`config.mk`:
```
export PLATFORM = sky130hd
export DESIGN_NAME = coalesced_hash_table_unit
export DESIGN_NICKNAME = d
export VERILOG_FILES = /design/src/rtl/core/chtu_pkg.sv /design/src/rtl/core/chtu_ctrl.sv /design/src/rtl/core/chtu_dp.sv /design/src/rtl/core/coalesced_hash_table_unit.sv
export SDC_FILE = /design/constraint.sdc
export NUM_CORES = 2
export LEC_CHECK = 0
export ABC_AREA = 1
export ABC_CLOCK_PERIOD_IN_PS = 10400
export BUFFER_PORTS_ARGS = -buffer_cell sky130_fd_sc_hd__buf_2
export CAP_MARGIN = 20
export CORE_UTILIZATION = 60
export DETAILED_ROUTE_END_ITERATION = 6
export PLACE_DENSITY = 0.76
export RECOVER_POWER = 50
export SYNTH_ARGS = -nofsm -noshare
export SYNTH_HDL_FRONTEND = slang
export SYNTH_SLANG_ARGS = --single-unit
```
`constraint.sdc`:
```
create_clock -name clk_i -period 10.4 [get_ports clk_i]
set_clock_uncertainty 0.2 [all_clocks]
set_input_delay 1.04 -clock clk_i [delete_from_list [all_inputs] [get_ports clk_i]]
set_output_delay 1.04 -clock clk_i [all_outputs]
set_load 0.01 [all_outputs]
```
`src/rtl/core/chtu_pkg.sv`:
```
`timescale 1ns / 1ps
`default_nettype none
// ----------------------------------------------------------------------------
// chtu_pkg - shared types for the coalesced hash table unit
// Field widths, result codes, controller states, datapath commands and the
// status bundle that the datapath returns to the controller.
// ----------------------------------------------------------------------------
package chtu_pkg;

  localparam int KEY_W           = 30;
  localparam int STATUS_W        = 3;
  localparam int IDX_W           = 6;
  localparam int S_DATA_W        = 32;
  localparam int M_DATA_W        = 16;
  localparam int DEF_TABLE_SLOTS = 37;

  typedef enum logic [STATUS_W-1:0] {
    ST_INSERTED  = 3'd0,
    ST_DUPLICATE = 3'd1,
    ST_FULL      = 3'd2,
    ST_FOUND     = 3'd3,
    ST_NOT_FOUND = 3'd4
  } status_e;

  typedef enum logic [3:0] {
    CS_CLEAR,
    CS_IDLE,
    CS_MOD,
    CS_LK_RD,
    CS_LK_CHK,
    CS_PR_RD,
    CS_PR_CHK,
    CS_CW_RD,
    CS_CW_CHK,
    CS_DONE
  } ctrl_state_e;

  typedef enum logic [3:0] {
    CMD_NONE,
    CMD_CLEAR,
    CMD_LOAD,
    CMD_MOD,
    CMD_LK_RD,
    CMD_LK_CHK,
    CMD_PR_RD,
    CMD_PR_CHK,
    CMD_CW_RD,
    CMD_CW_CHK,
    CMD_EMIT
  } dp_cmd_e;

  typedef struct packed {
    logic clr_last;   // clearing pass at last slot
    logic mod_last;   // last remainder step
    logic lk_hit;     // lookup matched current slot
    logic lk_end;     // lookup chain ended without match
    logic op_find;    // request is a find
    logic pr_empty;   // probed slot is free
    logic pr_home;    // probed slot is the home slot
    logic pr_last;    // probe reached the last offset
    logic cw_end;     // chain walk reached the tail
    logic out_busy;   // output register cannot take a result
  } dp_stat_t;

endpackage
`default_nettype wire

```
`src/rtl/core/chtu_ctrl.sv`:
```
`timescale 1ns / 1ps
`default_nettype none
// ----------------------------------------------------------------------------
// chtu_ctrl - sequencer for the coalesced hash table unit
// Steps through clearing, home slot computation, lookup, probe and chain
// append, issuing one datapath command per cycle unless it waits for a request or for the output register.
// ----------------------------------------------------------------------------
module chtu_ctrl (
  input  wire logic               clk_i,
  input  wire logic               rst_ni,
  input  wire logic               s_valid_i,
  input  wire chtu_pkg::dp_stat_t stat_i,
  output logic                    s_ready_o,
  output chtu_pkg::dp_cmd_e       cmd_o
);
  import chtu_pkg::*;

  ctrl_state_e state_q, state_d;

  always_ff @(posedge clk_i or negedge rst_ni) begin
    if (!rst_ni) begin
      state_q <= CS_CLEAR;
    end else begin
      state_q <= state_d;
    end
  end

  always_comb begin
    state_d   = state_q;
    s_ready_o = 1'b0;
    cmd_o     = CMD_NONE;
    unique case (state_q)
      CS_CLEAR: begin
        cmd_o = CMD_CLEAR;
        if (stat_i.clr_last) state_d = CS_IDLE;
      end
      CS_IDLE: begin
        s_ready_o = 1'b1;
        if (s_valid_i) begin
          cmd_o   = CMD_LOAD;
          state_d = CS_MOD;
        end
      end
      CS_MOD: begin
        cmd_o = CMD_MOD;
        if (stat_i.mod_last) state_d = CS_LK_RD;
      end
      CS_LK_RD: begin
        cmd_o   = CMD_LK_RD;
        state_d = CS_LK_CHK;
      end
      CS_LK_CHK: begin
        cmd_o = CMD_LK_CHK;
        if (stat_i.lk_hit) begin
          state_d = CS_DONE;
        end else if (stat_i.lk_end) begin
          state_d = stat_i.op_find ? CS_DONE : CS_PR_RD;
        end
      end
      CS_PR_RD: begin
        cmd_o   = CMD_PR_RD;
        state_d = CS_PR_CHK;
      end
      CS_PR_CHK: begin
        cmd_o = CMD_PR_CHK;
        if (stat_i.pr_empty) begin
          state_d = stat_i.pr_home ? CS_DONE : CS_CW_RD;
        end else if (stat_i.pr_last) begin
          state_d = CS_DONE;
        end
      end
      CS_CW_RD: begin
        cmd_o   = CMD_CW_RD;
        state_d = CS_CW_CHK;
      end
      CS_CW_CHK: begin
        cmd_o = CMD_CW_CHK;
        if (stat_i.cw_end) state_d = CS_DONE;
      end
      CS_DONE: begin
        if (!stat_i.out_busy) begin
          cmd_o   = CMD_EMIT;
          state_d = CS_IDLE;
        end
      end
      default: state_d = CS_CLEAR;
    endcase
  end

endmodule
`default_nettype wire

```
`src/rtl/core/chtu_dp.sv`:
```
`timescale 1ns / 1ps
`default_nettype none
// ----------------------------------------------------------------------------
// chtu_dp - datapath of the coalesced hash table unit
// Slot memories, reciprocal remainder unit, chain/probe pointers, result and
// output registers.
// ----------------------------------------------------------------------------
module chtu_dp #(
  parameter int TABLE_SLOTS = chtu_pkg::DEF_TABLE_SLOTS
) (
  input  wire logic                          clk_i,
  input  wire logic                          rst_ni,
  input  wire chtu_pkg::dp_cmd_e             cmd_i,
  input  wire logic                          op_i,
  input  wire logic [chtu_pkg::KEY_W-1:0]    key_i,
  input  wire logic                          m_ready_i,
  output chtu_pkg::dp_stat_t                 stat_o,
  output logic                               m_valid_o,
  output logic [chtu_pkg::STATUS_W-1:0]      m_status_o,
  output logic [chtu_pkg::IDX_W-1:0]         m_idx_o
);
  import chtu_pkg::*;

  localparam int IW  = $clog2(TABLE_SLOTS);
  localparam int LW  = $clog2(TABLE_SLOTS + 1);
  localparam int MCW = 1;
  localparam int RS  = KEY_W + $clog2(TABLE_SLOTS);
  localparam int RW  = KEY_W + 1;
  localparam int PW  = KEY_W + RW;
  localparam logic [IW-1:0]  LastSlot = IW'(TABLE_SLOTS - 1);
  localparam logic [LW-1:0]  LinkNone = LW'(TABLE_SLOTS);
  localparam logic [MCW-1:0] ModLast  = MCW'(1);
  // ceil(2^RS / TABLE_SLOTS): exact quotient for every KEY_W-bit key
  localparam logic [RW-1:0]  Recip    = RW'(((64'd1 << RS) + 64'(TABLE_SLOTS) - 64'd1) /
                                            64'(TABLE_SLOTS));

  function automatic logic [IDX_W-1:0] to_idx(input logic [IW-1:0] v);
    logic [63:0] e;
    e = 64'(v);
    return e[IDX_W-1:0];
  endfunction

  // slot memories
  logic [KEY_W-1:0] key_mem  [TABLE_SLOTS];
  logic             used_mem [TABLE_SLOTS];
  logic [LW-1:0]    link_mem [TABLE_SLOTS];

  logic [IW-1:0]    raddr, waddr;
  logic             we_key, we_used, we_link, wused;
  logic [LW-1:0]    wlink;
  logic             rd_used_q;
  logic [KEY_W-1:0] rd_key_q;
  logic [LW-1:0]    rd_link_q;

  // request and walk registers
  logic             op_q;
  logic [KEY_W-1:0] key_q;
  logic [PW-1:0]    prod_q;
  logic [MCW-1:0]   mcnt_q;
  logic [IW-1:0]    rem_q, cur_q, pos_q, cnt_q;
  status_e          res_status_q;
  logic [IDX_W-1:0] res_idx_q;
  logic             m_valid_q;
  logic [STATUS_W-1:0] m_status_q;
  logic [IDX_W-1:0] m_idx_q;

  logic [KEY_W-1:0] quo, qn;
  logic             hit, link_none, cnt_last;
  logic [IW-1:0]    link_idx, pos_next;

  // home slot: quotient by reciprocal multiply, remainder from its low bits
  assign quo = KEY_W'(prod_q >> RS);
  assign qn  = quo * KEY_W'(TABLE_SLOTS);

  assign hit       = rd_used_q && (rd_key_q == key_q);
  assign link_none = (rd_link_q >= LinkNone);
  assign link_idx  = rd_link_q[IW-1:0];
  assign cnt_last  = (cnt_q == LastSlot);
  assign pos_next  = (pos_q == LastSlot) ? '0 : pos_q + 1'b1;

  always_comb begin
    stat_o.clr_last = cnt_last;
    stat_o.mod_last = (mcnt_q == ModLast);
    stat_o.lk_hit   = hit;
    stat_o.lk_end   = !hit && (link_none || cnt_last);
    stat_o.op_find  = op_q;
    stat_o.pr_empty = !rd_used_q;
    stat_o.pr_home  = (pos_q == rem_q);
    stat_o.pr_last  = cnt_last;
    stat_o.cw_end   = link_none || cnt_last;
    stat_o.out_busy = m_valid_q && !m_ready_i;
  end

  // memory address and write control
  always_comb begin
    raddr   = cur_q;
    waddr   = pos_q;
    we_key  = 1'b0;
    we_used = 1'b0;
    we_link = 1'b0;
    wused   = 1'b0;
    wlink   = LinkNone;
    case (cmd_i)
      CMD_CLEAR: begin
        waddr   = cnt_q;
        we_used = 1'b1;
        we_link = 1'b1;
      end
      CMD_LK_RD, CMD_PR_RD, CMD_CW_RD: raddr = rem_q;
      CMD_LK_CHK: begin
        if (!hit && !link_none && !cnt_last) raddr = link_idx;
      end
      CMD_PR_CHK: begin
        if (!rd_used_q) begin
          waddr   = pos_q;
          we_key  = 1'b1;
          we_used = 1'b1;
          we_link = 1'b1;
          wused   = 1'b1;
        end else if (!cnt_last) begin
          raddr = pos_next;
        end
      end
      CMD_CW_CHK: begin
        wlink = LW'(pos_q);
        if (link_none) begin
          waddr   = cur_q;
          we_link = 1'b1;
        end else if (cnt_last) begin
          waddr   = link_idx;
          we_link = 1'b1;
        end else begin
          raddr = link_idx;
        end
      end
      default: ;
    endcase
  end

  always_ff @(posedge clk_i) begin
    if (we_key)  key_mem[waddr]  <= key_q;
    if (we_used) used_mem[waddr] <= wused;
    if (we_link) link_mem[waddr] <= wlink;
    rd_key_q  <= key_mem[raddr];
    rd_used_q <= used_mem[raddr];
    rd_link_q <= link_mem[raddr];
  end

  // control counters and output valid
  always_ff @(posedge clk_i or negedge rst_ni) begin
    if (!rst_ni) begin
      cnt_q     <= '0;
      mcnt_q    <= '0;
      m_valid_q <= 1'b0;
    end else begin
      case (cmd_i)
        CMD_CLEAR: cnt_q <= cnt_q + 1'b1;
        CMD_LOAD:  mcnt_q <= '0;
        CMD_MOD:   mcnt_q <= mcnt_q + 1'b1;
        CMD_LK_RD, CMD_PR_RD, CMD_CW_RD: cnt_q <= '0;
        CMD_LK_CHK: if (!hit && !link_none && !cnt_last) cnt_q <= cnt_q + 1'b1;
        CMD_PR_CHK: if (rd_used_q && !cnt_last) cnt_q <= cnt_q + 1'b1;
        CMD_CW_CHK: if (!link_none && !cnt_last) cnt_q <= cnt_q + 1'b1;
        default: ;
      endcase
      if (cmd_i == CMD_EMIT) begin
        m_valid_q <= 1'b1;
      end else if (m_ready_i) begin
        m_valid_q <= 1'b0;
      end
    end
  end

  // payload registers
  always_ff @(posedge clk_i) begin
    case (cmd_i)
      CMD_LOAD: begin
        op_q  <= op_i;
        key_q <= key_i;
        rem_q <= '0;
      end
      // first step forms the product, second step takes the remainder
      CMD_MOD: begin
        prod_q <= PW'(key_q) * PW'(Recip);
        rem_q  <= key_q[IW-1:0] - qn[IW-1:0];
      end
      CMD_LK_RD, CMD_CW_RD: cur_q <= rem_q;
      CMD_LK_CHK: begin
        if (hit) begin
          res_status_q <= op_q ? ST_FOUND : ST_DUPLICATE;
          res_idx_q    <= op_q ? to_idx(cur_q) : '0;
        end else if (link_none || cnt_last) begin
          res_status_q <= ST_NOT_FOUND;
          res_idx_q    <= '0;
        end else begin
          cur_q <= link_idx;
        end
      end
      CMD_PR_RD: pos_q <= rem_q;
      CMD_PR_CHK: begin
        if (!rd_used_q) begin
          res_status_q <= ST_INSERTED;
          res_idx_q    <= to_idx(pos_q);
        end else if (cnt_last) begin
          res_status_q <= ST_FULL;
          res_idx_q    <= '0;
        end else begin
          pos_q <= pos_next;
        end
      end
      CMD_CW_CHK: if (!link_none && !cnt_last) cur_q <= link_idx;
      CMD_EMIT: begin
        m_status_q <= res_status_q;
        m_idx_q    <= res_idx_q;
      end
      default: ;
    endcase
  end

  assign m_valid_o  = m_valid_q;
  assign m_status_o = m_status_q;
  assign m_idx_o    = m_idx_q;

endmodule
`default_nettype wire

```
`src/rtl/core/coalesced_hash_table_unit.sv`:
```
`timescale 1ns / 1ps
`default_nettype none
// ----------------------------------------------------------------------------
// coalesced_hash_table_unit - hash table with coalesced chains
// Insert and find of 30-bit keys in a table of TABLE_SLOTS slots; collisions
// are resolved by linear probing for a free slot and linking it into the
// home slot's chain.
// ----------------------------------------------------------------------------
// Usage
//   Request channel (s_axis): tuser = op (0 insert, 1 find), tdata = key.
//   Result channel (m_axis): one result per request, tdata = status and
//   slot index (slot where the key was inserted or found, else 0).
//   One request is in work at a time. From accept to result valid the unit
//   computes the home slot (key mod TABLE_SLOTS by reciprocal multiply),
//   looks the key up along the home chain, on an insert miss probes for a
//   free slot, and when the free slot is not home walks the home chain to
//   link it at the tail, then finishes. The slot memory (one read and one
//   write port) paces every chain and probe step.
//   Reset: after rst_ni rises, a clearing pass over all TABLE_SLOTS slots marks
//   every slot empty and unlinked; s_axis_tready stays low until it ends.
//   Stall: the result sits in an output register; a new request is taken
//   while it waits, but its own result is held back until the old one is
//   taken, so a stalled receiver backs up the request channel.
// ----------------------------------------------------------------------------
module coalesced_hash_table_unit #(
  parameter int TABLE_SLOTS = chtu_pkg::DEF_TABLE_SLOTS
) (
  input  wire logic                           clk_i,
  input  wire logic                           rst_ni,
  // request channel
  input  wire logic                           s_axis_tvalid,
  output logic                                s_axis_tready,
  input  wire logic [chtu_pkg::S_DATA_W-1:0]  s_axis_tdata,  // [29:0] key, [31:30] zero
  input  wire logic                           s_axis_tuser,  // [0] op
  // result channel
  output logic                                m_axis_tvalid,
  input  wire logic                           m_axis_tready,
  output logic [chtu_pkg::M_DATA_W-1:0]       m_axis_tdata   // [2:0] status,
                                                             // [8:3] slot_index,
                                                             // [15:9] zero
);
  import chtu_pkg::*;

  dp_cmd_e             cmd;
  dp_stat_t            stat;
  logic [STATUS_W-1:0] res_status;
  logic [IDX_W-1:0]    res_idx;

  chtu_ctrl u_ctrl (
    .clk_i     (clk_i),
    .rst_ni    (rst_ni),
    .s_valid_i (s_axis_tvalid),
    .stat_i    (stat),
    .s_ready_o (s_axis_tready),
    .cmd_o     (cmd)
  );

  chtu_dp #(
    .TABLE_SLOTS (TABLE_SLOTS)
  ) u_dp (
    .clk_i      (clk_i),
    .rst_ni     (rst_ni),
    .cmd_i      (cmd),
    .op_i       (s_axis_tuser),
    .key_i      (s_axis_tdata[KEY_W-1:0]),
    .m_ready_i  (m_axis_tready),
    .stat_o     (stat),
    .m_valid_o  (m_axis_tvalid),
    .m_status_o (res_status),
    .m_idx_o    (res_idx)
  );

  // status in the low bits, slot index above, zero fill
  assign m_axis_tdata = {{(M_DATA_W - STATUS_W - IDX_W){1'b0}}, res_idx, res_status};

  // one request at a time: the unit is busy right after an accept
  a_busy_after_accept: assert property (@(posedge clk_i) disable iff (!rst_ni)
    s_axis_tvalid && s_axis_tready |=> !s_axis_tready)
    else $error("request accepted while previous one in work");

  // only defined result codes leave the unit
  a_status_code: assert property (@(posedge clk_i) disable iff (!rst_ni)
    m_axis_tvalid |-> (m_axis_tdata[2:0] == ST_INSERTED ||
                       m_axis_tdata[2:0] == ST_DUPLICATE ||
                       m_axis_tdata[2:0] == ST_FULL ||
                       m_axis_tdata[2:0] == ST_FOUND ||
                       m_axis_tdata[2:0] == ST_NOT_FOUND))
    else $error("undefined result status");

  // duplicate, full and not found carry no slot
  a_idx_zero: assert property (@(posedge clk_i) disable iff (!rst_ni)
    m_axis_tvalid && (m_axis_tdata[2:0] == ST_DUPLICATE ||
                      m_axis_tdata[2:0] == ST_FULL ||
                      m_axis_tdata[2:0] == ST_NOT_FOUND)
    |-> m_axis_tdata[8:3] == '0)
    else $error("slot index set on a result without a slot");

  // a reported slot lies inside the table
  a_idx_range: assert property (@(posedge clk_i) disable iff (!rst_ni)
    m_axis_tvalid && (m_axis_tdata[2:0] == ST_INSERTED ||
                      m_axis_tdata[2:0] == ST_FOUND)
    |-> (TABLE_SLOTS > 64) || (int'(m_axis_tdata[8:3]) < TABLE_SLOTS))
    else $error("slot index beyond the table");

endmodule
`default_nettype wire

```
==> metrics.txt <==
Synth Area per Inst=10.3 sq um; Compound-Gate Fraction of Synth Area=0.0227; Final ANT Viol Nets=0; Post-layout nets=8022; Finished Layout Cells=9297; count leader, synth=inv_1; Core Footprint=128000 sq um; die area=131000 sq um; Worst path slowest cell=clkbuf_1; Slew Viols, Final=735; CP max FO=49; Clock Path Buffers=3; grt ovf=0; Final Cycle Share=0.830; most frequent cells after synthesis=inv_1 (1608), edfxtp_1 (1442), nand3_1 (1156), nand2_1 (962), nand4_1 (573); adder-cell share of the synthesized area=0.114; share of cells above drive strength 1=0.0553; RSZ-0062 raised after global routing=no; DR iter-0 viols=7932; distinct cell type count after synthesis=55; area growth from synthesis to layout=8.80%; post-layout util=0.662; Max-Cap Viols=19; post-synth top area share=0.555; H-Tree Depth=4; min Tclk post-route=8.63 ns; Worst Setup End Kind=flop; run status=finished, violations left; Post-synth EDFFs=1442; Async SR Flop Fraction=0.00805; synth top area cells=edfxtp_1 (56%), inv_1 (7.7%), nand3_1 (7.4%); fmax=0.116 GHz; crit path DAT=8.95 ns; Rows=131; root buf cell=clkbuf_16; Max transition margin=-0.944; Cells after Synth=7541; Place WS=2.85 ns; sequential-to-total area share from yosys stat=0.569; critical path class=flop to flop; DRT Pass-1 Iters=7; Die Wd=363 um; Routed WL per cell=22.9 um; Die Y=363 um; HP Class=flop to flop; DRC Markers=0; simple-gate share of the synthesized area=0.187; Sink Count=1491; hpwl dp=124000 um; IO Pins=55; Vias/cell=6.04; Critical Path Source Type=flop; Clock Pin Slew Worst Setup and Hold Paths=0.06 ns; RD Place Congestion=0.955; Hold Vio Cnt, Final=0; Tot GR Track Use=0.325; Setup WS post-layout=1.77 ns; cts bufs inserted=153; Synth Area in XOR/XNOR=0.00562; Post-Route WL=212000 um; main flop type after synthesis=edfxtp_1; TNS Setup=0 ns; largest net degree at the start of global routing=209; vias in the first global route=55300; dpl cells=9006; # setup viols final=0; PortBufs=45; Initial Util=0.608; initial antenna violation count=12; global-route wire length before repair=322000 um; CP peak stage delay=1.99 ns; area leader, netlist=edfxtp_1; cell area after synthesis=78000 sq um; number of warnings issued by yosys=0; multiplexer share of the synthesized area=0; CP required=10.72 ns; Synth Register Bits=1491; Worst-Margin Slew=2.92 ns; largest family of logic cells by synthesized area=simple AND/OR/NAND/NOR gates; Worst path most repeated cell=inv_1; CTS tree=yes; total number of vias=56200; Clock Latency Late Sink=0.79 ns; failing checks=capacitance limit, slew limit
-- flip-flops by register name, summed over array words and instances, names as in the netlist, 3 cells and up --
name               cells
u_dp.rem_q             6
u_dp.m_status_o        3
u_dp.pos_q             6
u_dp.used_mem         37
u_dp.rd_key_q         30
u_dp.link_idx          6
u_dp.key_mem        1110
u_dp.cnt_q             6
u_dp.link_mem        222
u_dp.cur_q             6
u_dp.res_idx_q         6
u_dp.key_q            30
u_ctrl.state_q         4
u_dp.prod_q            6
u_dp.res_status_q      3
u_dp.m_idx_o           6
-- area by class of cell --
| cell class | count | area (sq um) |
|---|---|---|
| timing repair buffer | 173 | 1240 |
| antenna | 12 | 30.0 |
| clock inverter | 78 | 795 |
| fill | 9259 | 43300 |
| inverter | 1622 | 6100 |
| tap | 1729 | 2160 |
| clock buffer | 195 | 4090 |
| multi-input combinational | 3997 | 26100 |
| sequential | 1491 | 44300 |
-- metal layers --
metal | part of all wire | wire length [um] | track usage | up-vias
li1 | - | - | - | 25100
met1 | 0.38 | 79800 | 0.434 | 27100
met4 | 0.055 | 11600 | 0.178 | 2
met2 | 0.46 | 98400 | 0.510 | 3456
met3 | 0.11 | 22600 | 0.0566 | 575
met5 | 0.000056 | 12 | 0 | -
-- worst paths after layout --
kind / from / end / slack [ns] / depth (start not counted)
worst max-delay path: u_dp.key_q[1] / u_dp.prod_q[38] / 1.77 / 25
worst min-delay path: u_dp.res_idx_q[1] / u_dp.m_idx_o[1] / 0.22 / 0
worst max register to register: u_dp.key_q[1] / u_dp.prod_q[38] / 1.77 / 25
worst min register to register: u_dp.res_idx_q[1] / u_dp.m_idx_o[1] / 0.22 / 0
max in group asynchronous: rst_ni / u_dp.mcnt_q / 8.93 / 2
min in group asynchronous: rst_ni / u_dp.cnt_q[5] / 0.63 / 2
-- stage by stage --
stage                     area (sq um)  hold WS (ns)
after detailed placement         80000         0.205
after global placement           80000         0.208
after floorplan                  78000         0.200
after CTS                        84900         0.179
after global routing             84800         0.199
final                            84900         0.216
-- layout by cell type (no fill, tap or decap), types with 45 or more instances in the layout --
cell / instances
a21oi_1: 45
buf_4: 84
clkbuf_1: 73
clkbuf_16: 156
edfxtp_1: 1442
fa_1: 271
ha_1: 276
inv_1: 1607
nand2_1: 961
nand3_1: 1154
nand4_1: 573
nor2_1: 289
o21ai_0: 127
o22ai_1: 56
-- critical path, delay by kind of cell (launching register included) --
kind            cells  cell delay, ns
fa+ha+maj           9            3.94
compound gates      5            1.05
flops               1            0.32
buf+inv             8            2.44
xor+xnor            1            0.17
simple gates        2            0.19
-- cells by family (layout without fill, tap and decap cells) --
family / count (synthesis) / after routing
simple gates: 3080 / 3080
buf+inv: 2059 / 2068
flops: 1491 / 1491
fa+ha+maj: 547 / 547
compound gates: 313 / 313
xor+xnor: 50 / 50
other cells: 1 / 19
-- timing repair --
action	in CTS	in global routing
endpoints found under the hold margin	12	0
hold buffers	1	0
resized for setup	0	0
setup buffers	0	0
Power is not shown: default switching activity piles up to over one toggle a cycle in this logic, so the estimate is an artifact.
